### src/pixel_replication_upscaler_assert.svh
// ----------------------------------------------------------------------------
// Pixel replication upscaler assertion macros
// Shared macros for the concurrent checks in the upscaler modules.
// ----------------------------------------------------------------------------
`ifndef PIXEL_REPLICATION_UPSCALER_ASSERT_SVH
`define PIXEL_REPLICATION_UPSCALER_ASSERT_SVH

// A property that must hold at every clock edge outside reset.
`define PRU_ASSERT(lbl, clk, rst_n, prop, msg) \
  lbl: assert property (@(posedge clk) disable iff (!rst_n) (prop)) else $error(msg);

// An implication checked in the same cycle.
`define PRU_ASSERT_IMPL(lbl, clk, rst_n, ante, cons, msg) \
  lbl: assert property (@(posedge clk) disable iff (!rst_n) (ante) |-> (cons)) else $error(msg);

`endif

### src/pru_pkg.sv
// ----------------------------------------------------------------------------
// Pixel replication upscaler package
// Shared constants, codes, types and helper functions.
// ----------------------------------------------------------------------------
`default_nettype none

package pru_pkg;

  localparam int unsigned MAX_WIDTH    = 1024;
  localparam int unsigned MAX_SCALE    = 100;
  localparam int unsigned HEIGHT_LIMIT = 4096;

  localparam int unsigned PIXEL_W  = 24;
  localparam int unsigned SCALE_W  = 7;
  localparam int unsigned WIDTH_W  = 11;
  localparam int unsigned HEIGHT_W = 13;
  localparam int unsigned ROW_W    = 12;
  localparam int unsigned PAD_W    = 2;
  localparam int unsigned LB_AW    = $clog2(MAX_WIDTH);

  localparam int unsigned CFG_IDX_W  = 2;
  localparam int unsigned CFG_DATA_W = 13;

  localparam logic [CFG_IDX_W-1:0] REG_SCALE  = 2'd0;
  localparam logic [CFG_IDX_W-1:0] REG_WIDTH  = 2'd1;
  localparam logic [CFG_IDX_W-1:0] REG_HEIGHT = 2'd2;

  localparam logic KIND_PIXEL = 1'b0;
  localparam logic KIND_PAD   = 1'b1;

  typedef struct packed {
    logic               kind;
    logic               use_mem;
    logic [PIXEL_W-1:0] pixel;
    logic               taken;
    logic               row_end;
    logic               img_end;
  } pru_meta_t;

  // Padding bytes needed to round width * scale * 3 up to a multiple of four.
  function automatic logic [PAD_W-1:0] pad_bytes(input logic [1:0] w_lo,
                                                 input logic [1:0] s_lo);
    logic [3:0] prod;
    logic [5:0] bytes;
    begin
      prod  = 4'(w_lo) * 4'(s_lo);
      bytes = 6'(prod) * 6'd3;
      return PAD_W'(6'd0 - bytes);
    end
  endfunction

endpackage

`default_nettype wire

### src/pru_elem_if.sv
// ----------------------------------------------------------------------------
// Output element channel
// Valid/ready channel carrying one upscaled pixel or padding byte.
// ----------------------------------------------------------------------------
`default_nettype none

interface pru_elem_if;
  logic        valid;
  logic        ready;
  logic        element_kind;
  logic [23:0] out_pixel;
  logic        source_taken;
  logic        row_end;
  logic        image_end;

  modport source (output valid, output element_kind, output out_pixel, output source_taken,
                  output row_end, output image_end, input ready);
  modport sink   (input valid, input element_kind, input out_pixel, input source_taken,
                  input row_end, input image_end, output ready);
endinterface

`default_nettype wire

### src/pru_out_reg.sv
// ----------------------------------------------------------------------------
// Pixel replication upscaler output register
// Holds one finished element until the downstream transfer completes.
// ----------------------------------------------------------------------------
`default_nettype none

`include "pixel_replication_upscaler_assert.svh"

module pru_out_reg
  import pru_pkg::*;
(
  input  wire logic               clk_i,
  input  wire logic               rst_ni,
  input  wire logic               s1_valid_i,
  input  wire pru_meta_t          meta_i,
  input  wire logic [PIXEL_W-1:0] rdata_i,
  output logic                    adv_o,
  pru_elem_if.source              elem_o
);

  logic               out_valid_q;
  logic               kind_q;
  logic [PIXEL_W-1:0] pixel_q;
  logic               taken_q;
  logic               row_end_q;
  logic               img_end_q;

  assign adv_o = !out_valid_q || elem_o.ready;

  always_ff @(posedge clk_i or negedge rst_ni) begin
    if (!rst_ni) begin
      out_valid_q <= 1'b0;
    end else if (adv_o) begin
      out_valid_q <= s1_valid_i;
    end
  end

  always_ff @(posedge clk_i) begin
    if (adv_o && s1_valid_i) begin
      kind_q    <= meta_i.kind;
      pixel_q   <= meta_i.use_mem ? rdata_i : meta_i.pixel;
      taken_q   <= meta_i.taken;
      row_end_q <= meta_i.row_end;
      img_end_q <= meta_i.img_end;
    end
  end

  assign elem_o.valid        = out_valid_q;
  assign elem_o.element_kind = kind_q;
  assign elem_o.out_pixel    = pixel_q;
  assign elem_o.source_taken = taken_q;
  assign elem_o.row_end      = row_end_q;
  assign elem_o.image_end    = img_end_q;

  `PRU_ASSERT_IMPL(a_pad_is_blank, clk_i, rst_ni, out_valid_q && (kind_q == KIND_PAD),
                   (pixel_q == '0) && !taken_q, "padding element carries pixel data")
  `PRU_ASSERT_IMPL(a_img_end_on_row_end, clk_i, rst_ni, out_valid_q && img_end_q, row_end_q,
                   "image end without row end")
  `PRU_ASSERT_IMPL(a_taken_is_pixel, clk_i, rst_ni, out_valid_q && taken_q,
                   kind_q == KIND_PIXEL, "source taken on a padding element")

endmodule

`default_nettype wire

### src/flat_wrapper.sv
// flat-port wrapper written by rule: the top's interface ports become plain ports
module pru_out_reg_flat import pru_pkg::*;
  (clk_i, rst_ni, s1_valid_i, meta_i, rdata_i, adv_o, elem_o_valid, elem_o_element_kind, elem_o_out_pixel, elem_o_source_taken, elem_o_row_end, elem_o_image_end, elem_o_ready);
  pru_elem_if elem_o_i ();
  input  wire logic clk_i;
  input  wire logic rst_ni;
  input  wire logic s1_valid_i;
  input  wire pru_meta_t meta_i;
  input  wire logic [PIXEL_W-1:0] rdata_i;
  output logic adv_o;
  output wire logic [$bits(elem_o_i.valid)-1:0] elem_o_valid;
  output wire logic [$bits(elem_o_i.element_kind)-1:0] elem_o_element_kind;
  output wire logic [$bits(elem_o_i.out_pixel)-1:0] elem_o_out_pixel;
  output wire logic [$bits(elem_o_i.source_taken)-1:0] elem_o_source_taken;
  output wire logic [$bits(elem_o_i.row_end)-1:0] elem_o_row_end;
  output wire logic [$bits(elem_o_i.image_end)-1:0] elem_o_image_end;
  input wire logic [$bits(elem_o_i.ready)-1:0] elem_o_ready;
  assign elem_o_valid = elem_o_i.valid;
  assign elem_o_element_kind = elem_o_i.element_kind;
  assign elem_o_out_pixel = elem_o_i.out_pixel;
  assign elem_o_source_taken = elem_o_i.source_taken;
  assign elem_o_row_end = elem_o_i.row_end;
  assign elem_o_image_end = elem_o_i.image_end;
  assign elem_o_i.ready = elem_o_ready;
  pru_out_reg u_core (.clk_i(clk_i), .rst_ni(rst_ni), .s1_valid_i(s1_valid_i), .meta_i(meta_i), .rdata_i(rdata_i), .adv_o(adv_o), .elem_o(elem_o_i));
endmodule
### config.mk
export PLATFORM = sky130hd
export DESIGN_NAME = pru_out_reg_flat
export DESIGN_NICKNAME = d
export VERILOG_FILES = /design/src/pru_pkg.sv /design/src/pru_elem_if.sv /design/src/pru_out_reg.sv /design/src/flat_wrapper.sv
export VERILOG_INCLUDE_DIRS = /design/src /design/src/src
export SDC_FILE = /design/constraint.sdc
export NUM_CORES = 1
export LEC_CHECK = 0
export BUFFER_PORTS_ARGS = -buffer_cell sky130_fd_sc_hd__buf_4
export CORE_UTILIZATION = 44
export DETAILED_ROUTE_END_ITERATION = 7
export PLACE_DENSITY = 0.84
export SLEW_MARGIN = 30
export SYNTH_ARGS = -nofsm -noshare
export SYNTH_HDL_FRONTEND = slang
export SYNTH_SLANG_ARGS = --single-unit
### constraint.sdc
create_clock -name clk_i -period 2.6 [get_ports clk_i]
set_clock_uncertainty 0.1 [all_clocks]
set_input_delay 0.13 -clock clk_i [delete_from_list [all_inputs] [get_ports clk_i]]
set_output_delay 0.13 -clock clk_i [all_outputs]
set_load 0.01 [all_outputs]
==> impl_summary.md <==
STA
The worst max-slew margin expressed relative to the limit is 0.713. Setup repair after global routing left no endpoint under its margin. The final setup TNS is 0 ps.

The slew at the pin closest to its max-slew limit is approximately 430 ps. Counting I/O delays and the setup requirement, the final critical path takes between 1500 and 2000 ps. Dividing the final minimum period by the clock period gives 0.638. Based on the critical path, the design can be clocked at up to 602 MHz. The number of endpoints with negative hold slack in the final report is 0. The final critical-path setup slack is around 940 ps. Setup violations remaining at the end of the flow were counted as 0.

The final count of pins violating max slew was 0.

Synth
The number of nets in the synthesized netlist is 116. The number of flops mapped to enable cells by yosys is 28. Of the total synthesized cell area, the portion taken by full adders, half adders and majority gates is 0.

Sorting the synthesized cells by area gives the leading types as sky130_fd_sc_hd__edfxtp_1 66%, sky130_fd_sc_hd__mux2_4 23%, sky130_fd_sc_hd__mux2_2 3.5%, sky130_fd_sc_hd__buf_12 3.1%, sky130_fd_sc_hd__dfrtp_1 2.0%. The dominant combinational cell family by area after synthesis is multiplexers. Of the total synthesized cell area, the portion taken by XOR and XNOR cells is 0. The number of instances in the synthesized netlist is around 60. The cell area that synthesis handed to floorplanning was between 1000 and 1500 um2. The proportion of synthesized flip-flops having asynchronous set or reset is 0.0345. Of the total synthesized cell area, the portion taken by AND, OR, NAND and NOR gates is 0.0146. The average cell area after synthesis is around 22 um2. The share of synthesized area in the top cell type comes to 0.656.

The area fraction in compound gates after synthesis was 0. After synthesis the netlist holds a flip-flop and latch count of 29. In the synthesized netlist, the cells that appear most often are 28 x sky130_fd_sc_hd__edfxtp_1, 20 x sky130_fd_sc_hd__mux2_4, 4 x sky130_fd_sc_hd__mux2_2. During synthesis, Yosys emitted a total of 0 warnings. The multiplexer share of the synthesized area is 0.270. The top flip-flop cell by instance count after synthesis is sky130_fd_sc_hd__edfxtp_1. After synthesis, the netlist uses 8 different library cells.

The largest total area in the synthesized netlist belongs to sky130_fd_sc_hd__edfxtp_1. In the post-synthesis netlist, the cell with the most instances is sky130_fd_sc_hd__edfxtp_1. The share of the Yosys chip area taken by registers is 0.676.

Drt
The number of remaining DRC errors is 0. The post-detailed-route via-to-cell ratio is roughly 4.8. The iteration count of the initial detailed-routing pass is 4. After detailed routing, the total wire length is approximately 2.9 mm. Once detail routing completed, the nets flagged for antenna violations numbered 0.

After detailed routing, the average wire length per cell comes to 15.0 um. The detailed router's first-iteration violation count is 32. Summing over every cut layer, the via total after detailed routing is ~930.

GRT
The pin count of the biggest net entering global routing is 29. The first global-routing pass estimated approximately 4.3 mm of wire. The global-route usage over all layers is 0.191. The initial antenna violation count came to 0. The total grt overflow is 0. The via count of the first global-routing pass came to around 890.

Placement
OpenSTA, run right after detailed placement, puts the worst setup slack at roughly 1200 ps. The congestion estimate from routability-driven global placement came to ~0.65. In this run the tool buffered the top-level ports with 86 buffer cells. Detailed placement ended at an HPWL of 1.91 mm.

Cells and area
The number of nets in the final layout is between 200 and 250. The proportion of layout cells with a drive suffix above 1 is 0.709. The signed area change from the synthesized netlist to the final layout is 65.5%. The filler cell count is between 150 and 200. 0 antenna diodes ended up in the layout.

Setup path
The setup path with the least slack is of type in -> reg. The type of element capturing the critical path is a register. The internal reg-to-reg setup slack is about 1200 ps.

In this run the worst path has a maximum fanout of 1. The worst setup path is launched from a primary input. The most common cell type on the critical path is sky130_fd_sc_hd__dlygate4sd3_1. The origin of the worst setup path is meta_i[8]. The terminus of the critical flop-to-flop path is u_core.elem_o.out_pixel[18]. The signal on the critical path passes through dlygate4sd3_1 > buf_4 > mux2_4 > dlygate4sd3_1.

The largest single stage delay on the critical path is around 560 ps. For this design, the slowest cell found on the critical path is sky130_fd_sc_hd__dlygate4sd3_1. The origin of the critical flop-to-flop path is u_core.elem_o.valid.

At the worst endpoint, the required time is approximately 2600 ps. The arrival time of data at the critical path endpoint is approximately 1600 ps. Measured in cells, the most critical reg-to-reg path has a length of 3.

Clock network
The post-cts repair resize count is 0. TritonCTS built the clock tree. The total of hold buffers inserted after clock tree synthesis is 8. In this run the deepest clock path goes through 2 buffers.

After clock tree synthesis, the clock-pin slew on the worst setup and hold paths is ~90 ps. CTS built an H-tree with a depth of 2. The clock tree root driver cell is sky130_fd_sc_hd__clkbuf_4. The number of clock buffers added by TritonCTS is 5. The clock latency on the worst-skew pair is just over 300 ps. The clock net in this run drives a total of 29 sinks. The buffers inserted during post-CTS setup optimization is 0.

Job
Across the run, the number of max-cap violations was 0.

Power and ir drop
The analysis attributes to cell leakage a power of between 0.9 and 1 nW. The worst-case IR drop observed on VDD is between 0.4 and 0.5 mV. In this run the power density over the cells is approximately 490 nW/um2.

Die
The core region is 2760 um2. The floorplan step set the die width to 56.0 um. The area of the die is around 3100 um2. The site row count is 19. The I/O pin count is 87. The chip height is about 56 um. The starting utilization of the core area is 0.465.

Worst hold path
The number of cells on the worst hold path is 2. The worst hold path terminates at u_core.elem_o.out_pixel[19]. The worst hold path startpoint is meta_i[22]. In this run the worst hold path is classified as in -> reg.

Run status
The run finished with clean final reports.
[how the worst max path moves through the flow]
stage	end	cells after the start
3_3_place_gp	u_core.elem_o.out_pixel[5]	3
2_1_floorplan	u_core.elem_o.element_kind	2
3_5_place_dp	u_core.elem_o.row_end	3
4_1_cts	u_core.elem_o.out_pixel[5]	4
6_report	u_core.elem_o.out_pixel[5]	4
5_1_grt	u_core.elem_o.out_pixel[5]	4
[where the power goes]
part | switching (mW) | total (mW) | leakage, nW | internal (mW)
Sequential | 0.00844 | 0.558 | 0.277 | 0.549
Combinational | 0.0721 | 0.216 | 0.664 | 0.144
Clock | 0.140 | 0.274 | 0.0326 | 0.133
[cell usage in the layout (no fill, tap or decap)]
cell type                       instances
sky130_fd_sc_hd__buf_4                 87
sky130_fd_sc_hd__edfxtp_1              28
sky130_fd_sc_hd__mux2_4                20
sky130_fd_sc_hd__dlygate4sd3_1         14
sky130_fd_sc_hd__clkbuf_4               5
sky130_fd_sc_hd__mux2_2                 4
sky130_fd_sc_hd__nand2b_1               2
sky130_fd_sc_hd__clkbuf_1               2
sky130_fd_sc_hd__and2_1                 1
sky130_fd_sc_hd__clkbuf_8               1
sky130_fd_sc_hd__dfrtp_1                1
[kinds of logic (layout without fill, tap and decap cells)]
family | Yosys count | in the layout
buffers and inverters | 3 | 109
DFF | 29 | 29
muxes | 24 | 24
and+or+nand+nor | 3 | 3
[metrics by stage]
stage               hold slack (ps)  utilization  cells  cell area [um2]  power, mW
CTS                            3.69        0.747    190             2060       1.05
floorplan                      -266            -     59             1280      0.655
detailed placement             -194        0.697    174             1920      0.765
global route                  -1.46        0.769    196             2120       1.09
global placement               -194        0.697    174             1920      0.758
finish                         15.9        0.769    196             2120       1.05
[registers in the layout, summed over array words and instances (netlist names)]
| name | count |
|---|---|
| u_core.elem_o.out_pixel | 24 |
| u_core.elem_o.source_taken | 1 |
| u_core.elem_o.row_end | 1 |
| u_core.elem_o.element_kind | 1 |
| u_core.elem_o.valid | 1 |
| u_core.elem_o.image_end | 1 |
[cell type report]
class	count	area, um2	share of cell area
Timing Repair Buffer	101	793	0.374
Sequential cell	29	866	0.408
Clock buffer	8	58.8	0.0277
Tap cell	31	38.8	0.0183
Multi-Input combinational cell	27	364	0.172
[metal layers]
layer / GRT usage / part of all wire / up-vias / wire length, um
met4: 0.0941 / 0.017 / 0 / 51
met3: 0.0581 / 0.072 / 6 / 211
met2: 0.338 / 0.55 / 52 / 1620
met5: 0 / 0 / - / 0
li1: - / - / 438 / -
met1: 0.206 / 0.36 / 435 / 1060
[critical path, delay by kind of cell]
| family | cells | cell delay, ps |
|---|---|---|
| buffers and inverters | 3 | 1250 |
| multiplexers | 1 | 260 |
No activity file was read; power rests on OpenSTA's default activity.
