### src/pixel_replication_upscaler_assert.svh
// ----------------------------------------------------------------------------
// Pixel replication upscaler assertion macros
// Shared macros for the concurrent checks in the upscaler modules.
// ----------------------------------------------------------------------------
`ifndef PIXEL_REPLICATION_UPSCALER_ASSERT_SVH
`define PIXEL_REPLICATION_UPSCALER_ASSERT_SVH

// A property that must hold at every clock edge outside reset.
`define PRU_ASSERT(lbl, clk, rst_n, prop, msg) \
  lbl: assert property (@(posedge clk) disable iff (!rst_n) (prop)) else $error(msg);

// An implication checked in the same cycle.
`define PRU_ASSERT_IMPL(lbl, clk, rst_n, ante, cons, msg) \
  lbl: assert property (@(posedge clk) disable iff (!rst_n) (ante) |-> (cons)) else $error(msg);

`endif

### src/pru_pkg.sv
// ----------------------------------------------------------------------------
// Pixel replication upscaler package
// Shared constants, codes, types and helper functions.
// ----------------------------------------------------------------------------
`default_nettype none

package pru_pkg;

  localparam int unsigned MAX_WIDTH    = 1024;
  localparam int unsigned MAX_SCALE    = 100;
  localparam int unsigned HEIGHT_LIMIT = 4096;

  localparam int unsigned PIXEL_W  = 24;
  localparam int unsigned SCALE_W  = 7;
  localparam int unsigned WIDTH_W  = 11;
  localparam int unsigned HEIGHT_W = 13;
  localparam int unsigned ROW_W    = 12;
  localparam int unsigned PAD_W    = 2;
  localparam int unsigned LB_AW    = $clog2(MAX_WIDTH);

  localparam int unsigned CFG_IDX_W  = 2;
  localparam int unsigned CFG_DATA_W = 13;

  localparam logic [CFG_IDX_W-1:0] REG_SCALE  = 2'd0;
  localparam logic [CFG_IDX_W-1:0] REG_WIDTH  = 2'd1;
  localparam logic [CFG_IDX_W-1:0] REG_HEIGHT = 2'd2;

  localparam logic KIND_PIXEL = 1'b0;
  localparam logic KIND_PAD   = 1'b1;

  typedef struct packed {
    logic               kind;
    logic               use_mem;
    logic [PIXEL_W-1:0] pixel;
    logic               taken;
    logic               row_end;
    logic               img_end;
  } pru_meta_t;

  // Padding bytes needed to round width * scale * 3 up to a multiple of four.
  function automatic logic [PAD_W-1:0] pad_bytes(input logic [1:0] w_lo,
                                                 input logic [1:0] s_lo);
    logic [3:0] prod;
    logic [5:0] bytes;
    begin
      prod  = 4'(w_lo) * 4'(s_lo);
      bytes = 6'(prod) * 6'd3;
      return PAD_W'(6'd0 - bytes);
    end
  endfunction

endpackage

`default_nettype wire

### src/pru_src_if.sv
// ----------------------------------------------------------------------------
// Source pixel channel
// Valid/ready channel carrying the head of the source pixel stream.
// ----------------------------------------------------------------------------
`default_nettype none

interface pru_src_if;
  logic        valid;
  logic        ready;
  logic [23:0] source_pixel;
  logic        source_valid;

  modport source (output valid, output source_pixel, output source_valid, input ready);
  modport sink   (input valid, input source_pixel, input source_valid, output ready);
endinterface

`default_nettype wire

### src/pru_ctrl.sv
// ----------------------------------------------------------------------------
// Pixel replication upscaler control
// Configuration registers, row and column counters and the stage register.
// ----------------------------------------------------------------------------
`default_nettype none

`include "pixel_replication_upscaler_assert.svh"

module pru_ctrl
  import pru_pkg::*;
(
  input  wire logic                  clk_i,
  input  wire logic                  rst_ni,
  input  wire logic                  cfg_we_i,
  input  wire logic [CFG_IDX_W-1:0]  cfg_idx_i,
  input  wire logic [CFG_DATA_W-1:0] cfg_data_i,
  pru_src_if.sink                    src_i,
  input  wire logic                  adv_i,
  output logic                       s1_valid_o,
  output pru_meta_t                  meta_o,
  output logic                       lb_we_o,
  output logic                       lb_re_o,
  output logic      [LB_AW-1:0]      lb_addr_o
);

  logic [SCALE_W-1:0]  scale_q;
  logic [WIDTH_W-1:0]  width_q;
  logic [HEIGHT_W-1:0] height_q;

  logic [WIDTH_W-1:0]  col_q, col_d, col_inc;
  logic [SCALE_W-1:0]  hr_q, hr_d, hr_inc;
  logic [SCALE_W-1:0]  vr_q, vr_d, vr_inc;
  logic [ROW_W-1:0]    rc_q, rc_d;
  logic [HEIGHT_W-1:0] rc_inc;
  logic [PAD_W-1:0]    pad_q, pad_d, pc_inc, pad_len;
  logic                in_pad_q, in_pad_d;
  logic                fin_q, fin_d;

  logic                cfg_hit;
  logic                need_src;
  logic                produce;
  logic                accept;
  logic                step;
  logic                close_row;
  logic                s1_valid_q;
  pru_meta_t           meta_d, meta_q;

  always_comb begin
    case (cfg_idx_i)
      REG_SCALE:  cfg_hit = cfg_we_i;
      REG_WIDTH:  cfg_hit = cfg_we_i;
      REG_HEIGHT: cfg_hit = cfg_we_i;
      default:    cfg_hit = 1'b0;
    endcase
  end

  always_ff @(posedge clk_i or negedge rst_ni) begin
    if (!rst_ni) begin
      scale_q  <= SCALE_W'(1);
      width_q  <= WIDTH_W'(1);
      height_q <= HEIGHT_W'(1);
    end else if (cfg_we_i) begin
      case (cfg_idx_i)
        REG_SCALE: begin
          if (cfg_data_i[SCALE_W-1:0] == '0) begin
            scale_q <= SCALE_W'(1);
          end else if (cfg_data_i[SCALE_W-1:0] > SCALE_W'(MAX_SCALE)) begin
            scale_q <= SCALE_W'(MAX_SCALE);
          end else begin
            scale_q <= cfg_data_i[SCALE_W-1:0];
          end
        end
        REG_WIDTH: begin
          if (cfg_data_i[WIDTH_W-1:0] == '0) begin
            width_q <= WIDTH_W'(1);
          end else if (cfg_data_i[WIDTH_W-1:0] > WIDTH_W'(MAX_WIDTH)) begin
            width_q <= WIDTH_W'(MAX_WIDTH);
          end else begin
            width_q <= cfg_data_i[WIDTH_W-1:0];
          end
        end
        REG_HEIGHT: begin
          if (cfg_data_i[HEIGHT_W-1:0] == '0) begin
            height_q <= HEIGHT_W'(1);
          end else if (cfg_data_i[HEIGHT_W-1:0] > HEIGHT_W'(HEIGHT_LIMIT)) begin
            height_q <= HEIGHT_W'(HEIGHT_LIMIT);
          end else begin
            height_q <= cfg_data_i[HEIGHT_W-1:0];
          end
        end
        default: begin
        end
      endcase
    end
  end

  assign pad_len  = pad_bytes(width_q[1:0], scale_q[1:0]);
  assign need_src = !in_pad_q && (vr_q == '0) && (hr_q == '0);
  assign produce  = !fin_q && !(need_src && !src_i.source_valid);
  assign accept   = src_i.valid && src_i.ready;
  assign step     = accept && produce;

  assign pc_inc  = pad_q + PAD_W'(1);
  assign hr_inc  = hr_q + SCALE_W'(1);
  assign col_inc = col_q + WIDTH_W'(1);
  assign vr_inc  = vr_q + SCALE_W'(1);
  assign rc_inc  = {1'b0, rc_q} + HEIGHT_W'(1);

  always_comb begin
    col_d     = col_q;
    hr_d      = hr_q;
    vr_d      = vr_q;
    rc_d      = rc_q;
    pad_d     = pad_q;
    in_pad_d  = in_pad_q;
    fin_d     = fin_q;
    close_row = 1'b0;
    meta_d    = '0;

    if (in_pad_q) begin
      meta_d.kind = KIND_PAD;
      pad_d       = pc_inc;
      if ((pc_inc >= pad_len) || (pc_inc == '0)) begin
        pad_d     = '0;
        in_pad_d  = 1'b0;
        close_row = 1'b1;
      end
    end else begin
      meta_d.kind    = KIND_PIXEL;
      meta_d.use_mem = !need_src;
      meta_d.taken   = need_src;
      meta_d.pixel   = need_src ? src_i.source_pixel : '0;
      hr_d           = hr_inc;
      if (hr_inc >= scale_q) begin
        hr_d  = '0;
        col_d = col_inc;
        if (col_inc >= width_q) begin
          col_d = '0;
          if (pad_len != '0) begin
            in_pad_d = 1'b1;
            pad_d    = '0;
          end else begin
            close_row = 1'b1;
          end
        end
      end
    end

    if (close_row) begin
      meta_d.row_end = 1'b1;
      vr_d           = vr_inc;
      if (vr_inc >= scale_q) begin
        vr_d = '0;
        rc_d = rc_inc[ROW_W-1:0];
        if (rc_inc >= height_q) begin
          rc_d           = '0;
          fin_d          = 1'b1;
          meta_d.img_end = 1'b1;
        end
      end
    end
  end

  always_ff @(posedge clk_i or negedge rst_ni) begin
    if (!rst_ni) begin
      col_q    <= '0;
      hr_q     <= '0;
      vr_q     <= '0;
      rc_q     <= '0;
      pad_q    <= '0;
      in_pad_q <= 1'b0;
      fin_q    <= 1'b0;
    end else if (cfg_hit) begin
      col_q    <= '0;
      hr_q     <= '0;
      vr_q     <= '0;
      rc_q     <= '0;
      pad_q    <= '0;
      in_pad_q <= 1'b0;
      fin_q    <= 1'b0;
    end else if (step) begin
      col_q    <= col_d;
      hr_q     <= hr_d;
      vr_q     <= vr_d;
      rc_q     <= rc_d;
      pad_q    <= pad_d;
      in_pad_q <= in_pad_d;
      fin_q    <= fin_d;
    end
  end

  always_ff @(posedge clk_i or negedge rst_ni) begin
    if (!rst_ni) begin
      s1_valid_q <= 1'b0;
    end else if (accept) begin
      s1_valid_q <= produce;
    end else if (adv_i) begin
      s1_valid_q <= 1'b0;
    end
  end

  always_ff @(posedge clk_i) begin
    if (accept) begin
      meta_q <= meta_d;
    end
  end

  assign src_i.ready = !s1_valid_q || adv_i;
  assign s1_valid_o  = s1_valid_q;
  assign meta_o      = meta_q;
  assign lb_we_o     = step && meta_d.taken;
  assign lb_re_o     = step && meta_d.use_mem;
  assign lb_addr_o   = col_q[LB_AW-1:0];

  `PRU_ASSERT(a_hrep_below_scale, clk_i, rst_ni, hr_q < scale_q, "horizontal repeat reached scale")
  `PRU_ASSERT_IMPL(a_pad_below_len, clk_i, rst_ni, in_pad_q, pad_q < pad_len,
                   "padding count reached padding length")
  `PRU_ASSERT_IMPL(a_fin_counters_clear, clk_i, rst_ni, fin_q,
                   !in_pad_q && (hr_q == '0) && (col_q == '0) && (vr_q == '0),
                   "counters not cleared at image end")

endmodule

`default_nettype wire

### src/flat_wrapper.sv
// flat-port wrapper written by rule: the top's interface ports become plain ports
module pru_ctrl_flat import pru_pkg::*;
  (clk_i, rst_ni, cfg_we_i, cfg_idx_i, cfg_data_i, adv_i, s1_valid_o, meta_o, lb_we_o, lb_re_o, lb_addr_o, src_i_valid, src_i_source_pixel, src_i_source_valid, src_i_ready);
  pru_src_if src_i_i ();
  input  wire logic clk_i;
  input  wire logic rst_ni;
  input  wire logic cfg_we_i;
  input  wire logic [CFG_IDX_W-1:0] cfg_idx_i;
  input  wire logic [CFG_DATA_W-1:0] cfg_data_i;
  input  wire logic adv_i;
  output logic s1_valid_o;
  output pru_meta_t meta_o;
  output logic lb_we_o;
  output logic lb_re_o;
  output logic      [LB_AW-1:0] lb_addr_o;
  input wire logic [$bits(src_i_i.valid)-1:0] src_i_valid;
  input wire logic [$bits(src_i_i.source_pixel)-1:0] src_i_source_pixel;
  input wire logic [$bits(src_i_i.source_valid)-1:0] src_i_source_valid;
  output wire logic [$bits(src_i_i.ready)-1:0] src_i_ready;
  assign src_i_i.valid = src_i_valid;
  assign src_i_i.source_pixel = src_i_source_pixel;
  assign src_i_i.source_valid = src_i_source_valid;
  assign src_i_ready = src_i_i.ready;
  pru_ctrl u_core (.clk_i(clk_i), .rst_ni(rst_ni), .cfg_we_i(cfg_we_i), .cfg_idx_i(cfg_idx_i), .cfg_data_i(cfg_data_i), .src_i(src_i_i), .adv_i(adv_i), .s1_valid_o(s1_valid_o), .meta_o(meta_o), .lb_we_o(lb_we_o), .lb_re_o(lb_re_o), .lb_addr_o(lb_addr_o));
endmodule
### config.mk
export PLATFORM = sky130hd
export DESIGN_NAME = pru_ctrl_flat
export DESIGN_NICKNAME = d
export VERILOG_FILES = /design/src/pru_pkg.sv /design/src/pru_src_if.sv /design/src/pru_ctrl.sv /design/src/flat_wrapper.sv
export VERILOG_INCLUDE_DIRS = /design/src /design/src/src
export SDC_FILE = /design/constraint.sdc
export NUM_CORES = 1
export LEC_CHECK = 0
export BUFFER_PORTS_ARGS = -buffer_cell sky130_fd_sc_hd__buf_4
export CELL_PAD_IN_SITES_DETAIL_PLACEMENT = 0
export CELL_PAD_IN_SITES_GLOBAL_PLACEMENT = 2
export CORE_AREA = 2 2 137 139
export CTS_CLUSTER_DIAMETER = 200
export DETAILED_ROUTE_END_ITERATION = 8
export DIE_AREA = 0 0 139 141
export GPL_TIMING_DRIVEN = 0
export PLACE_DENSITY = 0.75
export SLEW_MARGIN = 5
export SYNTH_ARGS = -nofsm -noshare
export SYNTH_HDL_FRONTEND = slang
export SYNTH_SLANG_ARGS = --single-unit
### constraint.sdc
create_clock -name clk_i -period 2.9 [get_ports clk_i]
set_input_delay 0 -clock clk_i [delete_from_list [all_inputs] [get_ports clk_i]]
set_output_delay 0 -clock clk_i [all_outputs]
set_load 0.005 [all_outputs]
==> metrics.txt <==
slack of the worst reg-to-reg path=-0.27 ns; Worst VDD drop=0.293 mV; failing checks=setup timing; clk sinks=102; met3 usage=0.0360; synthesis-stage register bit count=102; Finished Layout Cells=988; DRT antenna net count=0; Clock Tree Buf Depth=2; Critical Path AT=3.41 ns; Final Wtd Congestion=0.805; fin util=0.441; number of global-route vias before repair=4835; IO Port Bufs=87; leak pwr=3.70 nW; Synth Area in Adders=0.104; Vias/cell=4.88; most used routing layer=met2; period utilization=1.09; sequential element share of the synthesized area=0.460; Reg2Reg Depth=14; relative slew slack=0.143; GRT Util Overall=0.157; final-report setup violation count=35; row cnt=50; largest net degree at the start of global routing=74; syn_area_per_cell=10.1 um2; Die Wd=139 um; Syn Inst Count=583; CTS tree=done; CTS Buf Count=9; Synth cell types=60; vias post-DR=4818; H-Tree Depth=3; Primary FF master, synth=dfrtp_1; worst reg2reg startpoint=u_core.col_q[2]; FILL cells=1770; Post-Synth Simple-Gate Area=0.185; residual overflow from global routing=0; power density cells=527 nW/um2; Post-synth EDFFs=29; Synth Net Count=676; largest cells by area after synthesis=dfrtp_1 30%, edfxtp_1 15%, ha_1 10%; unrepaired setup endpoints after global routing=yes; Worst Tran Pin Value=1.29 ns; first-pass GRT wire length=25000 um; mux contribution to synthesized area=0.0168; total power=4.24 mW; Routed Wire Length=15200 um; Antenna Cells=0; most frequent cell after synthesis=dfrtp_1; # placed instances=904; hold depth=3; largest family of logic cells by synthesized area=simple AND/OR/NAND/NOR gates; kind of critical path=register to register; met2 GRT Util=0.257; Cell Area, Synth=5880 um2; area grow syn2layout=37.1%; Worst Hold Margin=0.0765 ns; post-DP HPWL=10800 um; proportion of netlist area held by the largest area contributor=0.298; Initial Utilization=0.322; DR pass1 iterations=4; DRC viols=0; register area=2710 um2; Crit path required time=3.14 ns; Ys Warns=0; hold endpoint=u_core.scale_q[6]; Max-Cap Viols=0; CP startpoint kind=register; Setup crit end kind=register; Async S/R FF share, synth=0.716; Post-Synth XOR/XNOR Area=0.0462; post-synthesis compound-gate area fraction=0.137; die area=19600 um2; crit path max fanout=5; CTS clock-pin slew for the worst setup and hold paths=0.08 ns; Synth area leader=dfrtp_1; layout cell share with drive strength beyond 1=0.282; Worst R2R End=u_core.vr_q[6]; multi-input logic area=3120 um2; final hold violations=0; Max Slew Vio Count=0; Hold Startpoint=cfg_idx_i[1]; core area=18300 um2; io pins=88; DR WL/cell=15.3 um; root buffer cell=clkbuf_16; minimum clock period after layout=3.17 ns; GR Util met1=0.214; outcome=finished, violations left; antenna violations before repair=0; Initial DRC Count=223; worst min path class=input port to register; final net count=842; fmax=0.315 GHz; clock skew=0.00813 ns; Final WS setup=-0.274 ns; most instantiated cells after synthesis=70 x dfrtp_1, 54 x nand2_1, 48 x ha_1; Die H=141 um; clk_lat worst skew=0.35 ns
==> routing by layer <==
layer,wire length [um],up-vias
li1,-,2379
met2,7030,115
met5,0,-
met4,142,0
met1,7250,2313
met3,723,11
==> cells in the final DEF (no fill, tap or decap), drive strengths merged, types with 18 or more instances in the layout <==
cell type    synthesis  final
nand3               31     31
inv                 43     46
and2                29     29
a21oi               18     18
buf                 14    129
ha                  48     48
a22o                21     21
clkbuf              11     20
o21ai               42     42
nand2               54     54
nor2                31     31
dlygate4sd3          0     39
dfrtp               70     70
edfxtp              29     29
xnor2               18     18
==> what timing repair did <==
action                                  CTS  global route
resized for setup                        64            20
endpoints found under the setup margin   35            35
hold buffers                             39             0
hold endpoints to repair                125             0
pin swaps                                25            16
buffers inserted                         26             6
cloned                                    2             0
==> worst max-delay path, cell delays in order (launching register included) <==
cell and delay [ns]:
dfrtp_2 0.40, nand3_4 0.09, nor2_4 0.12, nand2_2 0.08, nor2_4 0.15, xor2_2 0.20, ha_1 0.27, and3_4 0.17
a221o_1 0.37, a211oi_4 0.35, nor4_4 0.07, nor2_2 0.12, inv_2 0.07, a21oi_4 0.26, mux2_4 0.33
==> how the worst max path moves through the flow <==
| stage | from | endpoint |
|---|---|---|
| final | u_core.col_q[2] | u_core.vr_q[6] |
| after CTS | u_core.col_q[2] | u_core.vr_q[6] |
| after detailed placement | u_core.rc_q[0] | u_core.rc_q[0] |
| after floorplan | u_core.col_q[2] | u_core.vr_q[1] |
| after global placement | u_core.rc_q[0] | u_core.rc_q[0] |
| after global routing | u_core.col_q[5] | u_core.vr_q[6] |
==> power breakdown <==
group	switching, mW	total (mW)	internal, mW
logic	0.578	1.13	0.553
clock network	0.606	1.30	0.690
registers	0.0936	1.82	1.72
==> layout make-up <==
class / instances / share of cell area
Buffer: 24 / 0.0183
Clock buffer: 9 / 0.0280
Clock inverter: 7 / 0.0110
Inverter: 44 / 0.0211
Multi-Input combinational cell: 412 / 0.387
Sequential cell: 102 / 0.336
Tap cell: 234 / 0.0363
Timing Repair Buffer: 155 / 0.161
Timing Repair inverter: 1 / 0.00109
==> metrics by stage <==
stage | TNS, ns | cell area, um2 | setup slack (ns)
3_5_place_dp | -16.95 | 6850 | -0.765
2_1_floorplan | -0.251 | 5900 | -0.0838
3_3_place_gp | -15.78 | 6850 | -0.743
4_1_cts | -4.36 | 7960 | -0.237
6_report | -5.43 | 8060 | -0.274
5_1_grt | -9.89 | 8060 | -0.408
==> sequential cells by signal, indices dropped and copies added (netlist names), 7 cells and up <==
name             flops
u_core.width_q      11
u_core.vr_q          7
u_core.hr_q          7
u_core.height_q     13
u_core.scale_q       7
u_core.rc_q         12
u_core.meta_o       29
u_core.col_q        11
==> kinds of logic (layout without fill, tap and decap cells) <==
family / after synthesis / after routing
AND/OR/NAND/NOR: 207 / 207
AO/OA/AOI/OAI: 116 / 116
flip-flops: 102 / 102
buffers and inverters: 69 / 240
adder cells (fa/ha/maj): 49 / 49
XOR/XNOR: 31 / 31
multiplexers: 9 / 9
(Power assumes the default switching activity.)
